File: src/hdl/gpc_pkg.sv
// ----------------------------------------------------------------------------
// gpc_pkg
// Types, constants and helper functions of the go-to-point controller.
// ----------------------------------------------------------------------------
package gpc_pkg;

  localparam int FRAC_BITS    = 16;
  localparam int CORDIC_STEPS = 16;
  localparam int TABLE_LEN    = 24;
  localparam int STEPS        = (CORDIC_STEPS > TABLE_LEN) ? TABLE_LEN : CORDIC_STEPS;
  localparam int STEP_W       = $clog2(TABLE_LEN);
  localparam int MOD_STEPS    = 30 - FRAC_BITS;
  localparam int K_W          = $clog2(MOD_STEPS);
  localparam int ZM_W         = 63 - FRAC_BITS;
  localparam int MAG_PRE      = 8;
  localparam int MAG_SH       = 16 + MAG_PRE;

  localparam int ANG_W = 35;
  localparam int MAG_W = 44;
  localparam int MB_W  = 26;
  localparam int P_W   = MAG_W + MB_W;
  localparam int BIG_W = P_W + 2;
  localparam int ERR_W = 36;
  localparam int INT_W = 38;
  localparam int ROB_W = 36;
  localparam int U_W   = 26;

  localparam int NUM_REGS = 4;
  localparam int ADDR_W   = $clog2(NUM_REGS) + 2;

  localparam logic [1:0] REG_DIST_GAIN  = 2'd0;
  localparam logic [1:0] REG_HEAD_GAIN  = 2'd1;
  localparam logic [1:0] REG_INT_RATE   = 2'd2;
  localparam logic [1:0] REG_DRIVE_LIM  = 2'd3;

  localparam logic [23:0] DIST_GAIN_RST = 24'(64'd50 << FRAC_BITS);
  localparam logic [23:0] HEAD_GAIN_RST = 24'(64'd30 << FRAC_BITS);
  localparam logic [16:0] INT_RATE_RST  = 17'(((64'd1 << (FRAC_BITS + 1)) + 64'd1) / 3);
  localparam logic [23:0] DRIVE_LIM_RST = 24'(64'd100 << FRAC_BITS);
  localparam logic signed [31:0] ISUM_RST = 32'((64'd1 << FRAC_BITS) / 100);

  localparam logic signed [ANG_W-1:0] PI_Q30      = 35'sd3373259426;
  localparam logic signed [ANG_W-1:0] TWO_PI_Q30  = 35'sd6746518852;
  localparam logic signed [ANG_W-1:0] HALF_PI_Q30 = 35'sd1686629713;
  localparam logic [ZM_W-1:0]         TWO_PI_ZM   = ZM_W'(64'd6746518852);
  localparam logic signed [MAG_W-1:0] KINV_Q30    = 44'sd652032875;
  localparam logic signed [MB_W-1:0]  KINV_Q16    = 26'sd39797;

  localparam logic signed [BIG_W-1:0] HALF_F  = BIG_W'(64'd1 << (FRAC_BITS - 1));
  localparam logic signed [BIG_W-1:0] HALF_24 = BIG_W'(64'd1 << 23);
  localparam logic signed [BIG_W-1:0] HALF_MG = BIG_W'(64'd1 << (MAG_SH - 1));

  localparam logic signed [ANG_W-1:0] ATAN_Q30 [TABLE_LEN] = '{
    35'sd843314856, 35'sd497837829, 35'sd263043836, 35'sd133525158,
    35'sd67021686,  35'sd33543515,  35'sd16775850,  35'sd8388437,
    35'sd4194282,   35'sd2097149,   35'sd1048575,   35'sd524287,
    35'sd262143,    35'sd131071,    35'sd65535,     35'sd32767,
    35'sd16383,     35'sd8191,      35'sd4095,      35'sd2047,
    35'sd1023,      35'sd511,       35'sd255,       35'sd127
  };

  typedef struct packed {
    logic signed [31:0] target_x;
    logic signed [31:0] target_y;
    logic signed [31:0] target_heading;
    logic signed [31:0] pose_x;
    logic signed [31:0] pose_y;
    logic signed [31:0] pose_heading;
  } gpc_in_t;

  typedef struct packed {
    logic signed [31:0] drive_first;
    logic signed [31:0] drive_second;
    logic signed [31:0] turn_rate;
    logic               saturated;
  } gpc_out_t;

  typedef struct packed {
    logic [23:0] distance_gain;
    logic [23:0] heading_gain;
    logic [16:0] integral_rate;
    logic [23:0] drive_limit;
  } gpc_cfg_t;

  function automatic logic signed [31:0] sat32(input logic signed [BIG_W-1:0] v);
    logic signed [BIG_W-1:0] hi;
    logic signed [BIG_W-1:0] lo;
    hi = BIG_W'(64'sd2147483647);
    lo = BIG_W'(-64'sd2147483648);
    if (v > hi) begin
      return 32'sh7FFFFFFF;
    end else if (v < lo) begin
      return 32'sh80000000;
    end
    return 32'(v);
  endfunction

  function automatic logic signed [BIG_W-1:0] clamp_sym(input logic signed [BIG_W-1:0] v,
                                                        input logic signed [BIG_W-1:0] lim);
    if (v > lim) begin
      return lim;
    end else if (v < -lim) begin
      return -lim;
    end
    return v;
  endfunction

endpackage

File: src/hdl/gpc_regs.sv
// ----------------------------------------------------------------------------
// gpc_regs
// Configuration register file behind the APB-style port.
// ----------------------------------------------------------------------------
module gpc_regs (
  input  logic                      clk,
  input  logic                      rst_n,
  input  logic                      psel,
  input  logic                      penable,
  input  logic                      pwrite,
  input  logic [gpc_pkg::ADDR_W-1:0] paddr,
  input  logic [31:0]               pwdata,
  output logic [31:0]               prdata,
  output logic                      pready,
  output gpc_pkg::gpc_cfg_t         cfg
);
  import gpc_pkg::*;

  gpc_cfg_t   cfg_r;
  gpc_cfg_t   cfg_nxt;
  logic       wr_en;
  logic [1:0] idx;

  assign pready = 1'b1;
  assign wr_en  = psel & penable & pwrite;
  assign idx    = paddr[ADDR_W-1:2];
  assign cfg    = cfg_r;

  always_comb begin
    cfg_nxt = cfg_r;
    if (wr_en) begin
      unique case (idx)
        REG_DIST_GAIN: cfg_nxt.distance_gain = pwdata[23:0];
        REG_HEAD_GAIN: cfg_nxt.heading_gain  = pwdata[23:0];
        REG_INT_RATE:  cfg_nxt.integral_rate = pwdata[16:0];
        REG_DRIVE_LIM: cfg_nxt.drive_limit   = pwdata[23:0];
        default:       cfg_nxt = cfg_r;
      endcase
    end
  end

  always_comb begin
    unique case (idx)
      REG_DIST_GAIN: prdata = {8'd0, cfg_r.distance_gain};
      REG_HEAD_GAIN: prdata = {8'd0, cfg_r.heading_gain};
      REG_INT_RATE:  prdata = {15'd0, cfg_r.integral_rate};
      REG_DRIVE_LIM: prdata = {8'd0, cfg_r.drive_limit};
      default:       prdata = 32'd0;
    endcase
  end

  always_ff @(posedge clk) begin
    if (!rst_n) begin
      cfg_r.distance_gain <= DIST_GAIN_RST;
      cfg_r.heading_gain  <= HEAD_GAIN_RST;
      cfg_r.integral_rate <= INT_RATE_RST;
      cfg_r.drive_limit   <= DRIVE_LIM_RST;
    end else begin
      cfg_r <= cfg_nxt;
    end
  end

endmodule

File: config.mk
export PLATFORM = sky130hd
export DESIGN_NAME = gpc_regs
export DESIGN_NICKNAME = d
export VERILOG_FILES = /design/src/hdl/gpc_pkg.sv /design/src/hdl/gpc_regs.sv
export SDC_FILE = /design/constraint.sdc
export NUM_CORES = 1
export LEC_CHECK = 0
export BUFFER_PORTS_ARGS = -buffer_cell sky130_fd_sc_hd__clkbuf_2
export CORE_MARGIN = 2
export CORE_UTILIZATION = 50
export DETAILED_ROUTE_END_ITERATION = 7
export PLACE_DENSITY = 0.89
export SLEW_MARGIN = 0
export SYNTH_ARGS = -nofsm -noshare
export SYNTH_HDL_FRONTEND = slang
export SYNTH_SLANG_ARGS = --single-unit
File: constraint.sdc
create_clock -name clk -period 1.6 [get_ports clk]
set_input_delay 0.08 -clock clk [delete_from_list [all_inputs] [get_ports clk]]
set_output_delay 0.08 -clock clk [all_outputs]
set_load 0.01 [all_outputs]
# Word-level counts from Yosys, hierarchy flattened
# Cells that the tools add are included.
[word_totals]
register_bits = 89
latch_bits = 0
mem_bits_rw = 0
mem_bits_ro = 0
in_bits = 41
out_inout_bits = 122
wordCells = 15
memories = 0
[classes]
add_sub_neg = 0
multipliers = 0
div_mod_pow = 0
order_cmp = 0
eq_ne = 3
n_shift = 0
muxes = 1
bitwise_logic = 2
reduce_logical = 5
[op_table]
columns = ["operator", "n"]
rows = [
  ["$pmux W32 S4", 1],
  ["$reduce_and A2 Y1", 4],
  ["$eq A2 B2 Y1 const B", 2],
  ["$and A1 B1 Y1", 2],
  ["$eq A2 B1 Y1 const B", 1],
  ["$logic_not A2 Y1", 1],
]

# Depth between registers and ports, before layout
[depth]
word_depth = 3
ltp_mapped = 6
ltp_nobuf = 3

# Worst setup path before layout
# No wires, ideal clock.
[synth_timing]
path_kind = "input to register"
start = "in pwrite"
end = "reg cfg_r, in the netlist cfg[30]"
setup_time_ps = 72
arrival_time_ps = 1007
required_time_ps = 1528
setup_slack_ps = 521
path_stages = 6
path_buffers = 3
path_cell_list = "nand3_1 > buf_2 > nor3b_1 > buf_4 > buf_8 > mux2i_1"
[synth_between]
elab_chain_len = 2
[synth_rtl]
columns = ["item", "line_no", "rtl"]
rows = [
  ["start: declaration", "gpc_regs.sv:10", "input logic pwrite,"],
  ["$and A1 B1 Y1", "gpc_regs.sv:25", "assign wr_en = psel & penable & pwrite;"],
  ["$reduce_and A2 Y1 (no source line)", "-", ""],
  ["end signal: assignment", "gpc_regs.sv:59", "cfg_r <= cfg_nxt;"],
  ["end: declaration", "gpc_regs.sv:19", "gpc_cfg_t cfg_r;"],
]
# No other way between the ends.
# A chain may end at the register's enable or synchronous reset.

# Worst setup path in the final report
[layout_timing]
start = "reg cfg_r, in the netlist cfg[13]"
end = "out prdata[13]"
[layout_between]
elab_chain_len = 1
[layout_rtl]
columns = ["item", "line_no", "rtl"]
rows = [
  ["$pmux W32 S4", "gpc_regs.sv:43", "unique case (idx)"],
  ["end: declaration", "gpc_regs.sv:13", "output logic [31:0] prdata,"],
]
# No other way between the ends. The select of a mux whose other input is x is not followed.

==> impl_results.md <==
- Util after Layout: 0.636
- # diodes: 0
- Sum of negative setup slack: 0 ns
- Starting Density: 0.506
- Clock sink count: 89
- CP Class: flip-flop to output pin
- Final Cycle Share: 0.855
- Top FF cell, synth: dfxtp_1
- Worst vdd ir: 566 µV
- Die height: 94.5 µm
- Post-synthesis cell type count: 24
- # H-tree levels: 3
- Layout area overhead: 25.6%
- Seq/Total Area, Yosys: 0.435
- Crit-path slowest cell: mux4_2
- Nets@finish: 581
- Port bufs: 143
- Vias in the first global route: 3152
- Layout cells sized above 1: 0.354
- CP Data Arrival Time: 1.29 ns
- Die width: 94.5 µm
- CTS clk-pin slew, worst paths: 0.08 ns
- R2R Path Start: cfg[2]
- # hold bufs at CTS: 5
- Die ar.: 8930 µm²
- Post-Syn Instances: 398
- HPWL after DPL: 6970 µm
- Post_cts resized: 0
- Gr ovfl total: 0
- Crit start category: flip-flop
- Slew HR: 0.594
- Starting DRC count in detailed routing: 118
- Antenna violations before repair: 0
- CP Max Fanout: 3
- First-pass GRT wire length: 15000 µm
- Yosys reg bits: 89
- Core ar.: 8090 µm²
- Root Driver: clkbuf_8
- Met2 WL post-DR: 4960 µm
- Cell accounting for the most synthesized area: dfxtp_1
- Layout Skew: 0 ns
- Buf/Inv on CP: 1
- Post-synth EDFFs: 0
- Post-synth ARST share: 0
- Met3 WL: 545 µm
- Syn Area/Cell: 10.3 µm²
- GRT Util Overall: 0.215
- Status: complete, no violations
- CTS tree: yes
- Critical Path Max Stage Delay: 0.47 ns
- # rows: 33
- Largest net degree at the start of global routing: 54
- Most frequent cells in the layout: 142 x clkbuf_2, 102 x nand2_1, 92 x mux2i_1
- Largest register FFs: 89
- Routability-driven placement congestion ratio: 0.746
- Longest Clk Path Bufs: 2
- CP endpoint kind: output pin
- Commonest non-fill, non-tap cell in the layout: clkbuf_2
- M1 WL: 4040 µm
- Fmax: 731 MHz
- Synth area leaders: dfxtp_1 43%, mux2i_1 22%, nand2_1 9.3%, mux4_2 9.3%, nor2b_1 4.3%
- Worst path cell trace: mux4_2 > clkbuf_2
- Wirelength, routed: 9670 µm
- Minimum clock period: 1.37 ns
- Initial DRT Pass Iterations: 5
- PwrDens: 835 nW/µm²
- Cell family with most CP delay: multiplexers
- Fin. max-slew vios: 0
- Worst-skew pair later-pin latency: 0.34 ns
- Final ANT Viol Nets: 0
- Static Leak: 0.00244 µW
- Synth top area share: 0.435
- Worst Hold Class: input pin to flip-flop
- Critical Path RT: 1.52 ns
- Post-CTS Setup Bufs: 0
- Worst hold start: pwdata[23]
- Final Hold Viols: 0
- Max Cap Violations: 0
- Final setup fails: 0
- Yosys warning count: 0
- Unrepaired setup endpoints after global routing: false
- Crit path from: cfg[13]
- Via/cell ratio: 5.09
- WL/cell: 14.9 µm
- Mapped Area: 4100 µm²
- Post-route DRC: 0
- Vias: 3298
- CTS buffer count: 9
- DR top layer: met4
- Slew @ Worst Pin: 0.610 ns
- I/O pin count: 163
[cell type report]
cell class                 instances  area, µm²
clock buffer                      10        128
clock inverter                     4       70.1
fill                             655       2950
inverter                           3       11.3
multi-input combinational        272       2060
sequential                        89       1780
tap                              105        131
timing repair buffer             165        961
[cells in the mapped netlist, types with 2 or more instances]
| master | instances |
|---|---|
| o211ai_1 | 4 |
| inv_1 | 3 |
| buf_2 | 6 |
| nor2b_1 | 28 |
| o21ai_0 | 10 |
| dfxtp_1 | 89 |
| buf_6 | 7 |
| nand2_1 | 102 |
| mux4_2 | 17 |
| mux2i_1 | 92 |
| buf_4 | 13 |
| clkbuf_1 | 14 |
| conb_1 | 2 |
[through the flow]
step	cells	setup WS, ns	hold WS, ns	power (µW)	cell area, µm²
CTS	647	0.217	0.00435	4320	5130
floorplan	405	0.521	0.222	2600	4120
detailed placement	628	0.295	0.346	2750	4890
global route	648	0.177	0.00669	4450	5140
finish	648	0.232	0.0196	4290	5140
global placement	628	0.322	0.326	2740	4890
[cell families after synthesis]
logic type	Yosys count	share of synthesized area
simple gates	139	0.154
mux	109	0.318
flops	89	0.435
buf+inv	44	0.0696
compound gates	15	0.0214
other cells	2	0.00183
[path summary, 6_finish.rpt]
check             slack, ns  cells after the start    endpoint
setup / recovery       0.23                      2  prdata[13]
hold / removal         0.02                      3     cfg[64]
setup reg to reg       0.91                      2      cfg[2]
hold reg to reg        0.47                      2     cfg[57]
[per-layer routing]
| metal | global-route usage | up-vias |
|---|---|---|
| met2 | 0.375 | 104 |
| li1 | - | 1602 |
| met5 | 0 | - |
| met3 | 0.0599 | 12 |
| met1 | 0.255 | 1580 |
| met4 | 0.0713 | 0 |
[tightest hold or removal path, delay by kind of cell]
family / cells / cell delay (ns)
buffers and inverters: 1 / 0.08
multiplexers: 1 / 0.07
AND/OR/NAND/NOR: 1 / 0.08
[report_power, final]
part	leakage, µW	internal (µW)	switching (µW)
clock network	0.000102	859	726
logic	0.00162	199	244
registers	0.000719	2240	23.0
(Power assumes the default switching activity.)
